### src/bsp_pkg.sv
// Shared types, constants and helper functions for the billboard sprite projector.
// Used by every module of the block; no dependencies.
package bsp_pkg;

  localparam int FRAC_BITS_DEF = 16;
  localparam int DIR_FRAC      = 14;
  localparam int IN_W          = 184;
  localparam int OUT_W         = 104;
  localparam int DIV_NUM_W     = 64;
  localparam int DIV_DEN_W     = 34;
  localparam int CFG_IDX_W     = 2;
  localparam int CFG_DATA_W    = 12;

  localparam logic [CFG_IDX_W-1:0] CFG_SCREEN_W = 2'd0;
  localparam logic [CFG_IDX_W-1:0] CFG_SCREEN_H = 2'd1;
  localparam logic [CFG_IDX_W-1:0] CFG_TEX_W    = 2'd2;
  localparam logic [CFG_IDX_W-1:0] CFG_TEX_H    = 2'd3;

  localparam logic [11:0] SCREEN_W_RST = 12'd640;
  localparam logic [11:0] SCREEN_H_RST = 12'd480;
  localparam logic [10:0] TEX_RST      = 11'd64;
  localparam logic [10:0] TEX_LIMIT    = 11'd1024;
  localparam logic [15:0] SIZE_MAX     = 16'hFFFF;

  typedef enum logic [4:0] {
    OP_NOP, OP_LOAD, OP_DET0, OP_DET1, OP_DET2, OP_NX1, OP_NX2, OP_DIV_TX,
    OP_NY1, OP_NY2, OP_WAIT_TX, OP_DIV_TY, OP_WAIT_TY, OP_ZERO, OP_STORE0,
    OP_CMUL, OP_DIV_C, OP_WAIT_C, OP_DIV_S, OP_WAIT_S, OP_BOX, OP_QEVAL,
    OP_DIV_QX, OP_WAIT_QX, OP_DIV_QY, OP_WAIT_QY, OP_QRES, OP_OUT
  } op_t;

  typedef enum logic [4:0] {
    ST_IDLE, ST_DET0, ST_DET1, ST_DET2, ST_NX1, ST_NX2, ST_DIVTX, ST_NY1,
    ST_NY2, ST_WTX, ST_DIVTY, ST_WTY, ST_ZERO, ST_CHK, ST_STORE0, ST_CMUL,
    ST_DIVC, ST_WC, ST_DIVS, ST_WS, ST_BOX, ST_QEVAL, ST_DIVQX, ST_WQX,
    ST_DIVQY, ST_WQY, ST_QRES, ST_OUT
  } state_t;

  typedef struct packed {
    logic det_zero;
    logic ty_pos;
    logic hit;
    logic div_done;
    logic out_free;
  } status_t;

  function automatic logic signed [31:0] sat32(input logic signed [63:0] v);
    if (v > 64'sd2147483647) return 32'sh7FFFFFFF;
    if (v < -64'sd2147483648) return 32'sh80000000;
    return v[31:0];
  endfunction

  function automatic logic [11:0] clamp_coord(input logic signed [33:0] v,
                                              input logic [11:0] hi);
    if (v < 34'sd0) return 12'd0;
    if (v > $signed({22'd0, hi})) return hi;
    return v[11:0];
  endfunction

  function automatic logic [9:0] tex_clamp(input logic signed [63:0] q,
                                           input logic [10:0] t);
    logic [10:0] top;
    top = ((t > TEX_LIMIT) ? TEX_LIMIT : t) - 11'd1;
    if (t == 11'd0) return 10'd0;
    if (q < 64'sd0) return 10'd0;
    if (q > $signed({53'd0, top})) return top[9:0];
    return q[9:0];
  endfunction

endpackage

### src/bsp_ctrl.sv
// Sequencer for setup and query items; issues one datapath op per cycle.
// Depends on bsp_pkg.
module bsp_ctrl (
  input  logic             clk,
  input  logic             rst,
  input  logic             in_valid,
  input  logic             in_query,
  input  bsp_pkg::status_t stat,
  output logic             in_ready,
  output bsp_pkg::op_t     op
);
  import bsp_pkg::*;

  state_t state, state_next;

  always_ff @(posedge clk) begin
    if (rst) begin
      state <= ST_IDLE;
    end else begin
      state <= state_next;
    end
  end

  always_comb begin
    state_next = state;
    op         = OP_NOP;
    in_ready   = 1'b0;
    case (state)
      ST_IDLE: begin
        in_ready = 1'b1;
        if (in_valid) begin
          op         = OP_LOAD;
          state_next = in_query ? ST_QEVAL : ST_DET0;
        end
      end
      ST_DET0: begin op = OP_DET0; state_next = ST_DET1; end
      ST_DET1: begin op = OP_DET1; state_next = ST_DET2; end
      ST_DET2: begin op = OP_DET2; state_next = ST_NX1; end
      ST_NX1:  begin op = OP_NX1;  state_next = ST_NX2; end
      ST_NX2: begin
        op         = OP_NX2;
        state_next = stat.det_zero ? ST_ZERO : ST_DIVTX;
      end
      ST_DIVTX: begin op = OP_DIV_TX; state_next = ST_NY1; end
      ST_NY1:   begin op = OP_NY1;    state_next = ST_NY2; end
      ST_NY2:   begin op = OP_NY2;    state_next = ST_WTX; end
      ST_WTX: begin
        op = OP_WAIT_TX;
        if (stat.div_done) state_next = ST_DIVTY;
      end
      ST_DIVTY: begin op = OP_DIV_TY; state_next = ST_WTY; end
      ST_WTY: begin
        op = OP_WAIT_TY;
        if (stat.div_done) state_next = ST_CHK;
      end
      ST_ZERO: begin op = OP_ZERO; state_next = ST_CHK; end
      ST_CHK: begin
        state_next = stat.ty_pos ? ST_CMUL : ST_STORE0;
      end
      ST_STORE0: begin op = OP_STORE0; state_next = ST_OUT; end
      ST_CMUL:   begin op = OP_CMUL;   state_next = ST_DIVC; end
      ST_DIVC:   begin op = OP_DIV_C;  state_next = ST_WC; end
      ST_WC: begin
        op = OP_WAIT_C;
        if (stat.div_done) state_next = ST_DIVS;
      end
      ST_DIVS: begin op = OP_DIV_S; state_next = ST_WS; end
      ST_WS: begin
        op = OP_WAIT_S;
        if (stat.div_done) state_next = ST_BOX;
      end
      ST_BOX: begin op = OP_BOX; state_next = ST_OUT; end
      ST_QEVAL: begin op = OP_QEVAL; state_next = ST_DIVQX; end
      ST_DIVQX: begin
        if (stat.hit) begin
          op         = OP_DIV_QX;
          state_next = ST_WQX;
        end else begin
          state_next = ST_OUT;
        end
      end
      ST_WQX: begin
        op = OP_WAIT_QX;
        if (stat.div_done) state_next = ST_DIVQY;
      end
      ST_DIVQY: begin op = OP_DIV_QY; state_next = ST_WQY; end
      ST_WQY: begin
        op = OP_WAIT_QY;
        if (stat.div_done) state_next = ST_QRES;
      end
      ST_QRES: begin op = OP_QRES; state_next = ST_OUT; end
      ST_OUT: begin
        if (stat.out_free) begin
          op         = OP_OUT;
          state_next = ST_IDLE;
        end
      end
      default: state_next = ST_IDLE;
    endcase
  end

endmodule

### config.mk
export PLATFORM = sky130hd
export DESIGN_NAME = bsp_ctrl
export DESIGN_NICKNAME = d
export VERILOG_FILES = /design/src/bsp_pkg.sv /design/src/bsp_ctrl.sv
export SDC_FILE = /design/constraint.sdc
export NUM_CORES = 1
export LEC_CHECK = 0
export BUFFER_PORTS_ARGS = -buffer_cell sky130_fd_sc_hd__clkbuf_2
export CORE_MARGIN = 2
export CORE_UTILIZATION = 50
export DETAILED_ROUTE_END_ITERATION = 8
export PLACE_DENSITY = 0.81
export SYNTH_ARGS = -nofsm -noshare
export SYNTH_HDL_FRONTEND = slang
export SYNTH_SLANG_ARGS = --single-unit
### constraint.sdc
create_clock -name clk -period 2.15 [get_ports clk]
set_clock_uncertainty 0.05 [all_clocks]
set_input_delay 0.43 -clock clk [delete_from_list [all_inputs] [get_ports clk]]
set_output_delay 0.43 -clock clk [all_outputs]
set_load 0.01 [all_outputs]
==> out/metrics.csv <==
metric,value,unit
run status,"finished, final reports clean",
placement-stage cell area,855,µm²
number of vias per cell after detailed routing,6.61,
Crit. End Element,output port,
most frequent cell on the critical path,o21ai_0,
full die area,1920,µm²
count of mapped cells out of synthesis,115,
vias in the first global route,885,
number of iterations in the first detailed-routing pass,6,
remaining global-route overflow,0,
post-route clock period utilization,95.4,%
gate family responsible for the most delay along the worst path,buffers and inverters,
antenna violations before repair,0,
Inserted Clock Buffers,3,
share of layout cells above drive strength 1,32.1,%
Synthesis Warnings,0,
num ports,15,
arrival time of the worst setup path,1570,ps
sum of negative setup slack,0,ps
combined buffer and inverter count along the critical path,3,
max-slew violations,0,
Total Routing Usage GR,27.9,%
Post-Syn Area,792,µm²
drt total wl,2370,µm
count of flip-flops with a built-in enable after synthesis,0,
fillers,126,
net count after synthesis,124,
RSZ-0062 raised after global routing,no,
pin count of the biggest net entering global routing,21,
Largest register FFs,5,
most common flop cell mapped by yosys,dfxtp_1,
timing-limited maximum frequency,488,MHz
startpoint type of the worst setup path,flop,
number of inserted diodes,0,
hold-fix buffer count after cts,0,
transition time at the pin with the least slew margin,386,ps
Max stage delay on crit path,330,ps
static leakage,0.377,nW
# rows,14,
register bit total from synthesis,5,
largest register by flop count,state,
horizontal extent of the die,43.8,µm
min Tclk post-route,2050,ps
post-synthesis sequential area ratio,12.6,%
remaining design rule violation count,0,
worst-case headroom to the max-slew limit,74.2,%
Post-DRT Antenna Nets,0,
via total after detailed routing,992,
required time at the endpoint of the critical path,1670,ps
routability-driven placement congestion ratio,0.944,
clock latency on the worst-skew pair,260,ps
TritonCTS clock tree,yes,
area inside the core boundary,1490,µm²
post-CTS clock slew at the launch and capture registers of the worst setup and hold paths,40,ps
Power per Cell Area,1510,nW/µm²
setup-violating endpoint count in the final report,0,
area added between synthesis and finish,17.2,%
root buf cell,clkbuf_4,
final instance area,928,µm²
path type of the worst min-delay path,in2reg,
highest fanout seen on the critical path,17,
Die Height,43.8,µm
H-Tree Level Count,1,
number of buffers between clock root and the deepest sink,2,
worst IR drop on VDD,0.724,mV
start-to-end type of the worst setup path,reg2out,
initial cell density of the core,53.2,%
"most common cell after layout, fill and taps aside",nand2_1,
largest registers,state (5),
violation count after the first detailed-route iteration,82,
HPWL Detailed,1620,µm
endpoints failing hold,0,
most frequent cells in the layout,"nand2_1 (18), nor2_1 (15), clkbuf_2 (14)",
cell with the largest stage delay on the worst path,dfxtp_1,
clock sink total,5,
first-pass GRT wire length,3980,µm
Async SR Flop Fraction,0,%
mean post-synth cell area,6.89,µm²
final net count,144,
maxcap violations,0,
number of I/O port buffers,14,
Avg WL per Cell,15.8,µm
CP cell instances,buf_6 > clkinvlp_4 > o21ai_0 > a31oi_1 > o21ai_0 > nand2_1 > clkbuf_2,
number of different library cells in the post-synthesis netlist,43,
[repair_timing]
| action | in CTS | in global routing |
|---|---|---|
| gates resized for setup | 1 | 6 |
| endpoints found under the setup margin | 2 | 4 |
| setup buffers | 0 | 4 |
[routing by layer]
metal,vias up,wire (µm),GRT usage (%),share of wire [%]
met2,76,1120,40.0,47
met1,439,926,35.9,39
met4,0,111,21.2,4.7
met5,-,0,0,0
met3,20,211,6.25,8.9
li1,457,-,-,-
[cell families (layout without fill, tap and decap cells)]
family	after synthesis	count (layout)	synth area share (%)
buffers and inverters	14	33	12.5
AO/OA/AOI/OAI	42	42	38.2
AND/OR/NAND/NOR	53	53	35.4
multiplexers	1	1	1.26
flip-flops	5	5	12.6
[where the power goes]
group | leakage (nW) | internal, mW | switching [mW]
logic | 0.319 | 0.464 | 0.596
clock network | 0.0150 | 0.0708 | 0.0491
registers | 0.0423 | 0.136 | 0.0873
total | 0.377 | 0.671 | 0.733
[worst paths after layout]
kind / start / end / slack [ps] / cells after the start
worst min register to register: state[3] / state[3] / 620 / 3
worst min-delay path: rst / state[3] / 370 / 2
worst max register to register: state[4] / state[2] / 430 / 6
worst max-delay path: state[3] / op[1] / 100 / 7
[layout make-up]
cell class                      count  area [µm²]  share of cell area (%)
Multi-Input combinational cell     96         596                    64.2
Timing Repair Buffer               26         168                    18.1
Sequential cell                     5         104                    11.2
Clock buffer                        4        26.3                    2.83
Tap cell                           16        20.0                    2.16
Inverter                            3        15.0                    1.62
[cells in the mapped netlist (2+ instances only)]
library cell,n,area share (%)
buf_2,3,1.9
a211oi_1,5,4.7
nand2_1,18,8.5
o31ai_1,2,1.9
o22ai_1,2,1.6
a21oi_1,9,5.7
nor3_1,3,1.9
inv_1,2,0.95
clkbuf_1,2,0.95
clkbuf_8,2,3.5
nor2_1,16,7.6
a31oi_1,3,2.4
nand3_1,2,1.3
dfxtp_1,5,13
nand2b_1,3,2.4
buf_6,3,4.3
o21ai_0,9,5.7
[metrics by stage]
stage / total power, mW / setup slack [ps] / util (%) / hold slack [ps] / cells
6_report: 1.40 / 98.8 / 62.4 / 368 / 150
5_1_grt: 1.52 / 2.11 / 62.4 / 368 / 150
4_1_cts: 1.31 / 47.8 / 59.2 / 360 / 146
3_5_place_dp: 1.18 / 268 / 57.4 / 623 / 142
3_3_place_gp: 1.16 / 239 / 57.4 / 624 / 142
2_1_floorplan: 0.977 / 473 / - / 442 / 115
No activity file was read; power rests on OpenSTA's default activity.
